File: config.mk
export PLATFORM = sky130hd
export DESIGN_NAME = wav_data_chunk_stream_gain_top
export DESIGN_NICKNAME = d
export VERILOG_FILES = /design/src/design/wdcs_pkg.sv /design/src/design/wav_data_chunk_stream_gain_top.sv /design/src/design/wdcs_parse.sv /design/src/design/wdcs_gain.sv
export SDC_FILE = /design/constraint.sdc
export NUM_CORES = 2
export LEC_CHECK = 0
export BUFFER_PORTS_ARGS = -buffer_cell sky130_fd_sc_hd__buf_4
export CORE_MARGIN = 5
export CORE_UTILIZATION = 50
export DETAILED_ROUTE_END_ITERATION = 8
export GPL_TIMING_DRIVEN = 0
export MAX_ROUTING_LAYER = met4
export PLACE_DENSITY = 0.66
export SLEW_MARGIN = 0
export SYNTH_ARGS = -nofsm -noshare
export SYNTH_HDL_FRONTEND = slang
export SYNTH_SLANG_ARGS = --single-unit
File: constraint.sdc
create_clock -name clk -period 9.6 [get_ports clk]
set_input_delay 0.48 -clock clk [delete_from_list [all_inputs] [get_ports clk]]
set_output_delay 0.48 -clock clk [all_outputs]
set_load 0.005 [all_outputs]
File: src/design/wdcs_pkg.sv
// wdcs_pkg: types, codes and constants shared by the WAV chunk streamer
// used by wdcs_parse, wdcs_gain and wav_data_chunk_stream_gain_top
package wdcs_pkg;

	localparam int HDR_WIN   = 256;
	localparam int HS_W      = $clog2(HDR_WIN);
	localparam int MAGIC_LEN = 4;
	localparam int HDR_START = 12;
	localparam int HDR_LEN   = 8;

	localparam logic [31:0] DATA_TAG   = 32'h6174_6164;
	localparam logic [7:0]  GAIN_RESET = 8'd10;

	// floor(a / 100) = (a * DIV_M) >> DIV_SH for a below 2^23
	localparam logic [23:0] DIV_M  = 24'd10737419;
	localparam int          DIV_SH = 30;

	localparam logic [16:0] SAT_POS = 17'd32767;
	localparam logic [16:0] SAT_NEG = 17'd32768;

	typedef enum logic [2:0] {
		PH_IDLE,
		PH_MAGIC,
		PH_FORM,
		PH_HDR,
		PH_SKIP,
		PH_DATA,
		PH_DONE
	} phase_t;

	typedef enum logic [1:0] {
		RC_SAMPLE   = 2'd0,
		RC_NOT_RIFF = 2'd1,
		RC_NO_DATA  = 2'd2
	} rcode_t;

	typedef struct packed {
		rcode_t             kind;
		logic signed [15:0] raw;
		logic               last;
	} item_t;

	function automatic logic [7:0] magic_byte(input logic [1:0] idx);
		logic [7:0] b;
		case (idx)
			2'd0:    b = 8'h52;
			2'd1:    b = 8'h49;
			default: b = 8'h46;
		endcase
		return b;
	endfunction

endpackage

File: src/design/wav_data_chunk_stream_gain_top.sv
// wav_data_chunk_stream_gain_top: WAV byte stream to gained stereo samples
// depends on wdcs_pkg, wdcs_parse and wdcs_gain
//
// channel   dir  handshake               payload
// s_axis    in   s_axis_tvalid/tready    tdata in_byte, tuser file_start
// m_axis    out  m_axis_tvalid/tready    tdata left/right, tuser result_code, tlast
// cfg       in   cfg_valid/cfg_ready     cfg_data gain_percent
//
// one byte beat per cycle while the output is not stalled; a taken byte's result passes
// through input register, parse, gain multiply, divide partial products and output
// reset restores gain_percent to 10 and idles the parser until a file start
// a stalled output lets empty stages fill; beats that make no result pass only while the gain stage takes items
// cfg_ready is always high
module wav_data_chunk_stream_gain_top (
	input  logic        clk,
	input  logic        arst_n,
	input  logic        s_axis_tvalid,
	output logic        s_axis_tready,
	input  logic [7:0]  s_axis_tdata,  // in_byte
	input  logic [0:0]  s_axis_tuser,  // file_start
	output logic        m_axis_tvalid,
	input  logic        m_axis_tready,
	output logic [31:0] m_axis_tdata,  // left_sample, right_sample
	output logic [1:0]  m_axis_tuser,  // result_code
	output logic        m_axis_tlast,
	input  logic        cfg_valid,
	output logic        cfg_ready,
	input  logic [7:0]  cfg_data
);
	import wdcs_pkg::*;

	logic [7:0] gain_pct_q;
	logic       item_valid, item_ready;
	item_t      item;
	rcode_t     out_kind;
	logic signed [15:0] out_sample;

	assign cfg_ready = 1'b1;

	always_ff @(posedge clk or negedge arst_n) begin
		if (!arst_n) begin
			gain_pct_q <= GAIN_RESET;
		end else if (cfg_valid && cfg_ready) begin
			gain_pct_q <= cfg_data;
		end
	end

	wdcs_parse u_parse (
		.clk        (clk),
		.arst_n     (arst_n),
		.in_valid   (s_axis_tvalid),
		.in_ready   (s_axis_tready),
		.in_byte    (s_axis_tdata),
		.in_start   (s_axis_tuser[0]),
		.item_valid (item_valid),
		.item_ready (item_ready),
		.item       (item)
	);

	wdcs_gain u_gain (
		.clk        (clk),
		.arst_n     (arst_n),
		.gain       (gain_pct_q),
		.item_valid (item_valid),
		.item_ready (item_ready),
		.item       (item),
		.out_valid  (m_axis_tvalid),
		.out_ready  (m_axis_tready),
		.out_kind   (out_kind),
		.out_sample (out_sample),
		.out_last   (m_axis_tlast)
	);

	assign m_axis_tdata = {out_sample, out_sample};
	assign m_axis_tuser = out_kind;

endmodule

File: src/design/wdcs_parse.sv
// wdcs_parse: input register and RIFF chunk walker, pairs data bytes into samples
// depends on wdcs_pkg
module wdcs_parse (
	input  logic           clk,
	input  logic           arst_n,
	input  logic           in_valid,
	output logic           in_ready,
	input  logic [7:0]     in_byte,
	input  logic           in_start,
	output logic           item_valid,
	input  logic           item_ready,
	output wdcs_pkg::item_t item
);
	import wdcs_pkg::*;

	localparam bit FORM_NO_ROOM = (HDR_START + HDR_LEN >= HDR_WIN);
	localparam logic [33:0] HS_LIM = 34'(HDR_WIN - HDR_LEN);

	logic        v_s1;
	logic [7:0]  byte_s1;
	logic        start_s1;
	logic        fire;

	phase_t      ph_q, ph_d, ph_e;
	logic [3:0]  off_q, off_d, off_e;
	logic        bad_q, bad_d, bad_e, bad_n;
	logic [63:0] hdr_q, hdr_d, hdr_n;
	logic [31:0] skip_q, skip_d;
	logic [31:0] rem_q, rem_d, rem_n;
	logic [7:0]  low_q, low_d;
	logic        par_q, par_d;
	logic [HS_W-1:0] hs_q, hs_d;
	logic [33:0] nhs;
	logic        res;

	assign in_ready = !v_s1 || item_ready;
	assign fire     = v_s1 && item_ready;

	always_ff @(posedge clk or negedge arst_n) begin
		if (!arst_n) begin
			v_s1 <= 1'b0;
		end else if (in_ready) begin
			v_s1 <= in_valid;
		end
	end

	always_ff @(posedge clk) begin
		if (in_ready && in_valid) begin
			byte_s1  <= in_byte;
			start_s1 <= in_start;
		end
	end

	assign ph_e  = start_s1 ? PH_MAGIC : ph_q;
	assign off_e = start_s1 ? 4'd0 : off_q;
	assign bad_e = start_s1 ? 1'b0 : bad_q;
	assign bad_n = bad_e || (byte_s1 != magic_byte(off_e[1:0]));
	assign hdr_n = {byte_s1, hdr_q[63:8]};
	assign rem_n = rem_q - 32'd1;
	assign nhs   = 34'(hs_q) + 34'(HDR_LEN) + {2'b00, hdr_n[63:32]};

	// next state
	always_comb begin
		ph_d   = ph_e;
		off_d  = off_e;
		bad_d  = bad_e;
		hdr_d  = hdr_q;
		skip_d = skip_q;
		rem_d  = rem_q;
		low_d  = low_q;
		par_d  = par_q;
		hs_d   = hs_q;
		case (ph_e)
			PH_MAGIC: begin
				bad_d = bad_n;
				off_d = off_e + 4'd1;
				if (off_e == 4'(MAGIC_LEN - 1)) begin
					ph_d = bad_n ? PH_DONE : PH_FORM;
				end
			end
			PH_FORM: begin
				off_d = off_e + 4'd1;
				if (off_e == 4'(HDR_START - 1)) begin
					hs_d  = HS_W'(HDR_START);
					off_d = 4'd0;
					ph_d  = FORM_NO_ROOM ? PH_DONE : PH_HDR;
				end
			end
			PH_HDR: begin
				hdr_d = hdr_n;
				off_d = off_e + 4'd1;
				if (off_e == 4'(HDR_LEN - 1)) begin
					off_d = 4'd0;
					if (hdr_n[31:0] == DATA_TAG) begin
						rem_d = hdr_n[63:32];
						par_d = 1'b0;
						ph_d  = (hdr_n[63:32] == 32'd0) ? PH_DONE : PH_DATA;
					end else if (nhs >= HS_LIM) begin
						ph_d = PH_DONE;
					end else begin
						hs_d   = nhs[HS_W-1:0];
						skip_d = hdr_n[63:32];
						ph_d   = (hdr_n[63:32] == 32'd0) ? PH_HDR : PH_SKIP;
					end
				end
			end
			PH_SKIP: begin
				if (skip_q != 32'd0) begin
					skip_d = skip_q - 32'd1;
				end
				if (skip_q <= 32'd1) begin
					off_d = 4'd0;
					ph_d  = PH_HDR;
				end
			end
			PH_DATA: begin
				if (rem_q == 32'd0) begin
					ph_d = PH_DONE;
				end else begin
					rem_d = rem_n;
					par_d = !par_q;
					if (!par_q) begin
						low_d = byte_s1;
					end
					if (rem_n == 32'd0) begin
						ph_d = PH_DONE;
					end
				end
			end
			default: begin
			end
		endcase
	end

	// result of this beat
	always_comb begin
		res       = 1'b0;
		item.kind = RC_SAMPLE;
		item.raw  = '0;
		item.last = 1'b0;
		case (ph_e)
			PH_MAGIC: begin
				if (off_e == 4'(MAGIC_LEN - 1) && bad_n) begin
					res       = 1'b1;
					item.kind = RC_NOT_RIFF;
				end
			end
			PH_FORM: begin
				if (off_e == 4'(HDR_START - 1) && FORM_NO_ROOM) begin
					res       = 1'b1;
					item.kind = RC_NO_DATA;
				end
			end
			PH_HDR: begin
				if (off_e == 4'(HDR_LEN - 1)) begin
					if (hdr_n[31:0] == DATA_TAG) begin
						res = (hdr_n[63:32] == 32'd0);
					end else begin
						res = (nhs >= HS_LIM);
					end
					item.kind = RC_NO_DATA;
				end
			end
			PH_DATA: begin
				if (rem_q != 32'd0 && par_q) begin
					res       = 1'b1;
					item.raw  = $signed({byte_s1, low_q});
					item.last = (rem_n < 32'd2);
				end
			end
			default: begin
			end
		endcase
	end

	assign item_valid = v_s1 && res;

	always_ff @(posedge clk or negedge arst_n) begin
		if (!arst_n) begin
			ph_q   <= PH_IDLE;
			off_q  <= 4'd0;
			bad_q  <= 1'b0;
			hdr_q  <= '0;
			skip_q <= '0;
			rem_q  <= '0;
			low_q  <= '0;
			par_q  <= 1'b0;
			hs_q   <= '0;
		end else if (fire) begin
			ph_q   <= ph_d;
			off_q  <= off_d;
			bad_q  <= bad_d;
			hdr_q  <= hdr_d;
			skip_q <= skip_d;
			rem_q  <= rem_d;
			low_q  <= low_d;
			par_q  <= par_d;
			hs_q   <= hs_d;
		end
	end

endmodule

File: src/design/wdcs_gain.sv
// wdcs_gain: gain multiply, divide by 100, saturation and output register
// depends on wdcs_pkg
module wdcs_gain (
	input  logic            clk,
	input  logic            arst_n,
	input  logic [7:0]      gain,
	input  logic            item_valid,
	output logic            item_ready,
	input  wdcs_pkg::item_t item,
	output logic            out_valid,
	input  logic            out_ready,
	output wdcs_pkg::rcode_t out_kind,
	output logic signed [15:0] out_sample,
	output logic            out_last
);
	import wdcs_pkg::*;

	logic v_s2, v_s3, v_s4;
	logic adv_o, adv_s4, adv_s3, adv_s2;

	item_t              it_s2;
	logic signed [24:0] prod_s3;
	rcode_t             kind_s3, kind_s4;
	logic               last_s3, last_s4;
	logic               neg_s4;
	logic [34:0]        pph_s4;
	logic [35:0]        ppl_s4;

	logic [24:0] pv, mag;
	logic [46:0] sum;
	logic [16:0] q, nq;
	logic signed [15:0] sat;

	assign adv_o      = !out_valid || out_ready;
	assign adv_s4     = !v_s4 || adv_o;
	assign adv_s3     = !v_s3 || adv_s4;
	assign adv_s2     = !v_s2 || adv_s3;
	assign item_ready = adv_s2;

	always_ff @(posedge clk or negedge arst_n) begin
		if (!arst_n) begin
			v_s2      <= 1'b0;
			v_s3      <= 1'b0;
			v_s4      <= 1'b0;
			out_valid <= 1'b0;
		end else begin
			if (adv_s2) v_s2 <= item_valid;
			if (adv_s3) v_s3 <= v_s2;
			if (adv_s4) v_s4 <= v_s3;
			if (adv_o) out_valid <= v_s4;
		end
	end

	assign pv  = prod_s3;
	assign mag = pv[24] ? (~pv + 25'd1) : pv;

	assign sum = {pph_s4, 12'd0} + {11'd0, ppl_s4};
	assign q   = sum[46:DIV_SH];
	assign nq  = 17'd0 - q;

	always_comb begin
		if (neg_s4) begin
			sat = (q > SAT_NEG) ? -16'sd32768 : $signed(nq[15:0]);
		end else begin
			sat = (q > SAT_POS) ? 16'sd32767 : $signed(q[15:0]);
		end
	end

	always_ff @(posedge clk) begin
		if (adv_s2 && item_valid) begin
			it_s2 <= item;
		end
		if (adv_s3 && v_s2) begin
			prod_s3 <= it_s2.raw * $signed({1'b0, gain});
			kind_s3 <= it_s2.kind;
			last_s3 <= it_s2.last;
		end
		if (adv_s4 && v_s3) begin
			neg_s4  <= pv[24];
			pph_s4  <= mag[22:12] * DIV_M;
			ppl_s4  <= mag[11:0] * DIV_M;
			kind_s4 <= kind_s3;
			last_s4 <= last_s3;
		end
		if (adv_o && v_s4) begin
			out_kind   <= kind_s4;
			out_sample <= (kind_s4 == RC_SAMPLE) ? sat : 16'sd0;
			out_last   <= (kind_s4 == RC_SAMPLE) ? last_s4 : 1'b0;
		end
	end

endmodule

# Word level (Yosys, flattened, before mapping)
# Cells that the tools add are included.
# op_classes
add_sub_neg,8
n_mul,3
order_cmp,5
n_eq_ne,18
mux,51
bitwise,3
n_reduce_logical,37
# ops
cell,count
32-bit two-way mux,7
32-bit case mux with 2 select lines,2
32-bit zero test,3
32-bit nonzero test,2
"32-bit by 1-bit subtractor with 32-bit output, second input constant",2
16-bit two-way mux,3
47-bit by 36-bit adder with 47-bit output,1
"12-bit by 24-bit multiplier with 36-bit output, second input constant",1
"11-bit by 24-bit multiplier with 35-bit output, second input constant",1
34-bit by 32-bit adder with 34-bit output,1
"34-bit by 8-bit >= comparator with 1-bit output, second input constant",1
3-bit two-way mux,11
"32-bit by 31-bit equality test with 1-bit output, second input constant",1
"32-bit by 1-bit <= comparator with 1-bit output, second input constant",1
"32-bit by 2-bit < comparator with 1-bit output, second input constant",1
8-bit two-way mux,4
16-bit by 9-bit multiplier with 25-bit output,1
"23-bit by 1-bit adder with 23-bit output, second input constant",1
23-bit two-way mux,1
23-bit inverter,1
"17-bit by 15-bit > comparator with 1-bit output, second input constant",1
"17-bit by 16-bit > comparator with 1-bit output, second input constant",1
4-bit two-way mux,4
4-bit case mux with 4 select lines,1
31 further kinds,72
# word_totals
regBits,316
input_bits,22
output_inout_bits,38
word_cells,156

# Longest topological paths before layout
# depth
ltp_word,10
ltp_mapped,29
mapped_depth_nobuf,28

# By module
# From an unflattened synthesis, not the netlist that was laid out.
# unflattened
hier_cells,3097
area_unflattened_um2,29751.0
# by_module_without_submodules
module,instances,cells_each,area_per_inst_um2,seq_area_each_um2
wdcs_gain,1,1945,19467.4,3943.8
wdcs_parse,1,1117,9818.2,3923.8
wav_data_chunk_stream_gain_top,1,35,465.4,202.7

# Worst setup path after synthesis
# OpenSTA, ideal clock, no wires.
# synth_timing
path_kind,reg-to-reg
start,register u_gain.prod_s3[4]
end,register u_gain.ppl_s4[35] (data pin)
setup_ps,207
t_arrival_ps,7291
t_required_ps,9393
path_slack_ps,2102
stages_incl_launch_ff,26
path_buffers,0
synth_period_minus_slack_ps,7498
path_cell_list,edfxtp_1 -> or4_1 -> nor4_1 -> nand3b_1 -> and2_1 -> xnor2_1 -> inv_1 -> ha_1 -> ha_1 -> inv_1 -> fa_1 -> fa_1 -> inv_1 -> fa_1 -> ha_1 -> a2111oi_0 -> o21ai_1 -> o2111a_1 -> a211o_1 -> o311ai_2 -> a31oi_1 -> a41oi_1 -> a21oi_1 -> o41a_1 -> mux2i_1 -> a2111oi_0
# synth_via
elab_chain_cells,4
# synth_lines
element,line_no,text
from (decl),wdcs_gain.sv:22,logic signed [24:0] prod_s3;
from (signal assigned),wdcs_gain.sv:74,"prod_s3 <= it_s2.raw * $signed({1'b0, gain});"
23-bit inverter,wdcs_gain.sv:55,assign mag = pv[24] ? (~pv + 25'd1) : pv;
23-bit by 1-bit adder with 23-bit output,wdcs_gain.sv:55,
23-bit two-way mux *,wdcs_gain.sv:55,
12-bit by 24-bit multiplier with 36-bit output *,wdcs_gain.sv:81,ppl_s4 <= mag[11:0] * DIV_M;
to (signal assigned),wdcs_gain.sv:81,
to (decl),wdcs_gain.sv:27,logic [35:0] ppl_s4;
# Every way passes the cells marked *; elsewhere a longest branch is shown, timed or not.
# A chain may end at the register's enable or synchronous reset.

# Final worst setup path
# Same ends and word-level chain as after synthesis.

==> metrics.md <==
| Metric | Value |
|---|---|
| Final WL | 73600 µm |
| RSZ-0062 raised after global routing | false |
| H-tree depth | 2 |
| Top achievable clock speed | 109 MHz |
| # IOs | 60 |
| Vias in the first global route | 23.5k |
| FILL cells | 5181 |
| Mean Syn Cell Area | 9.67 µm² |
| Drt pass-1 iters | 5 |
| Gr usage total | 0.239 |
| TritonCTS Buffers | 37 |
| RePlAce Congestion | 0.953 |
| Die area | 0.0637 mm² |
| Initial core utilization | 0.508 |
| Area grow syn2layout | 9.01% |
| Worst-Skew Late Latency | 570 ps |
| Worst-margin pin slew | 1240 ps |
| Post-CTS Setup Bufs | 0 |
| Sequential share of the synthesized area | 0.275 |
| # rows | 88 |
| Gr ovfl total | 0 |
| CP required | 9880 ps |
| Max incr delay on CP | 610 ps |
| Peak supply drop | 0.375 mV |
| First-pass GRT wire length | 122000 µm |
| Hpwl dp | 57600 µm |
| Synth cell types | 100 |
| Most frequent cells in the layout | inv_1, ha_1, fa_1 |
| Nets | 3732 |
| Syn nets | 3631 |
| Status | finished clean |
| Slowest-stage cell, CP | or4_1 |
| Total of warnings raised by yosys | 0 |
| Worst slack at placement | -109 ps |
| Reported max-cap violation count | 0 |
| Wire length on met3 | 3870 µm |
| Post-Synthesis Cell Area | 0.0294 mm² |
| Setup CP Type | reg2reg |
| Yosys reg bits | 295 |
| Max Buffers Root-to-Sink | 3 |
| WHS | 85.8 ps |
| Layout cells sized above 1 | 0.0868 |
| CORE AREA | 0.0579 mm² |
| Commonest non-fill, non-tap cell in the layout | inv_1 |
| IO buf count | 57 |
| CTS tree | done |
| Clock Pin Slew Worst Setup and Hold Paths | 70 ps |
| Syn Inst Count | 3039 |
| CP Capture Type | register |
| Largest net degree at the start of global routing | 104 |
| Die Y | 252 µm |
| Slew margin rel. | 0.163 |
| Multi-input gate area | 0.0190 mm² |
| Worst R2R Path Depth | 25 |
| Initial DRC count | 1356 |
| Hold depth | 1 |
| Overall power | 11.4 mW |
| Endpoints failing hold | 0 |
| Clock sink total | 295 |
| Register area | 0.00807 mm² |
| Worst Slack Setup Final | 455 ps |
| Power Density | 355 mW/mm² |
| DR DRC count | 0 |
| Ys flop type | dfrtp_1 |
| Final Non-Filler Cells | 3934 |
| LEAKAGE | 14.8 nW |
| Pins Over Slew Limit | 0 |
| Placed cells | 3864 |
| Routed via count | 22.4k |
| Fin crit period | 9150 ps |
| Critical Path Start Type | register |
| Top Layer Used | met4 |
| Clk_skew | 26.0 ps |
| Root cell of the clock tree | clkbuf_16 |
| WL met2 | 36500 µm |
| Met1 WL | 31200 µm |
| Number of nets still failing antenna checks after routing | 0 |
| Asr flop ratio synth | 0.536 |
| Die W | 252 µm |
| Worst min path class | in2reg |
| Setup violations, final | 0 |
| Part of the cycle the worst path needs | 0.953 |
| Initial antenna violation count | 1 |
| Wire per inst | 18.7 µm |
| Max FO, Critical Path | 7 |
| Vias/cell | 5.69 |
| Number of synthesized flops with an enable pin | 137 |
| CP arrival | 9420 ps |
==> critical path, delay by kind of cell, from the launching register on <==
kind,cells,cell delay [ps]
fa+ha+maj,6,2640
flops,1,450
xor+xnor,1,480
buf+inv,3,410
mux,1,150
compound gates,10,3340
simple gates,4,1370
==> cell type report <==
| cell class | instances | area share |
|---|---|---|
| diodes | 1 | 0.0000781 |
| plain buffers | 111 | 0.0166 |
| clock buffers | 47 | 0.0316 |
| clock inverters | 20 | 0.00469 |
| inverters | 478 | 0.0560 |
| multi-input cells | 2155 | 0.593 |
| flip-flops and latches | 295 | 0.252 |
| well taps | 765 | 0.0299 |
| repair buffers | 62 | 0.0161 |
==> routing by layer <==
layer	up-vias	global-route usage
met5	-	-
met4	0	0.0695
met3	134	0.0319
met2	576	0.405
met1	11100	0.304
li1	10600	-
==> state kept, by name, indices dropped and copies added (netlist names), 2 cells and up <==
signal,count
u_parse.hdr_q,56
u_gain.pph_s4,35
u_parse.rem_q,32
u_parse.skip_q,32
u_gain.ppl_s4,24
u_gain.prod_s3,24
u_gain.it_s2,19
u_gain.out_sample,16
gain_pct_q,8
u_parse.byte_s1,8
u_parse.hs_q,8
u_parse.low_q,8
u_parse.off_q,4
u_parse.ph_q,3
u_gain.kind_s3,2
u_gain.kind_s4,2
u_gain.out_kind,2
==> synthesized netlist by cell type, types with 8 or more instances <==
cell | n | area [µm²]
o21ai_0 | 136 | 681
a211oi_1 | 19 | 143
nor2b_1 | 20 | 125
o31ai_1 | 8 | 60.1
a22oi_1 | 19 | 143
buf_2 | 10 | 50.1
nor3_1 | 73 | 365
dfrtp_1 | 156 | 3900
o211ai_1 | 13 | 97.6
xor2_1 | 48 | 420
fa_1 | 259 | 5180
ha_1 | 311 | 3890
edfxtp_1 | 137 | 4110
a21oi_1 | 168 | 841
nand2b_1 | 29 | 181
or2_2 | 12 | 75.1
inv_1 | 478 | 1790
nor4_1 | 28 | 175
xnor2_1 | 84 | 736
o31a_1 | 9 | 78.8
clkbuf_1 | 68 | 255
buf_1 | 9 | 33.8
nand2_1 | 186 | 698
nand4_1 | 28 | 175
and3_1 | 42 | 263
a21o_1 | 27 | 203
buf_4 | 19 | 143
nor2_1 | 151 | 567
o21bai_1 | 12 | 90.1
o21a_1 | 19 | 143
a31oi_1 | 19 | 119
and2_1 | 93 | 582
o22ai_1 | 15 | 93.8
or3_1 | 19 | 119
mux2_2 | 68 | 766
nand3_1 | 59 | 295
o21ai_1 | 17 | 85.1
or4_1 | 10 | 75.1
==> kinds of logic after synthesis <==
family	after synthesis	share of synthesized area
fa+ha+maj	570	0.309
compound gates	582	0.129
mux	76	0.0288
simple gates	794	0.140
xor+xnor	132	0.0393
flops	295	0.275
other cells	1	0.000128
buf+inv	589	0.0791
==> metrics by stage <==
| stage | cell area (µm²) | util | setup TNS (ps) |
|---|---|---|---|
| 2_1_floorplan | 29400 | - | 0 |
| 3_3_place_gp | 30800 | 0.531 | -3.18 |
| 3_5_place_dp | 30900 | 0.533 | -109 |
| 4_1_cts | 32000 | 0.553 | 0 |
| 5_1_grt | 32000 | 0.553 | 0 |
| 6_report | 32000 | 0.553 | 0 |
==> report_power, final <==
group          switching, mW  internal, mW  total, mW
logic                   4.45          3.29       7.74
clock network          0.593         0.759       1.35
registers              0.285          2.01       2.29
==> final timing paths <==
kind                              startpoint                 end  slack [ps]
max                        u_gain.prod_s3[4]   u_gain.ppl_s4[35]         450
min                          s_axis_tdata[0]  u_parse.byte_s1[0]          90
max reg2reg                u_gain.prod_s3[4]   u_gain.ppl_s4[35]         450
min reg2reg                 u_gain.it_s2[17]   u_gain.kind_s3[0]         420
max in group asynchronous             arst_n    u_parse.low_q[6]        8280
min in group asynchronous             arst_n  u_parse.skip_q[16]         420
==> timing repair <==
action | CTS | global route
hold buffers | 1 | 0
gates resized for setup | 1 | 1
hold endpoints to repair | 55 | 0
setup endpoints to repair | 1 | 1
Power figures use the tool's default switching activity.
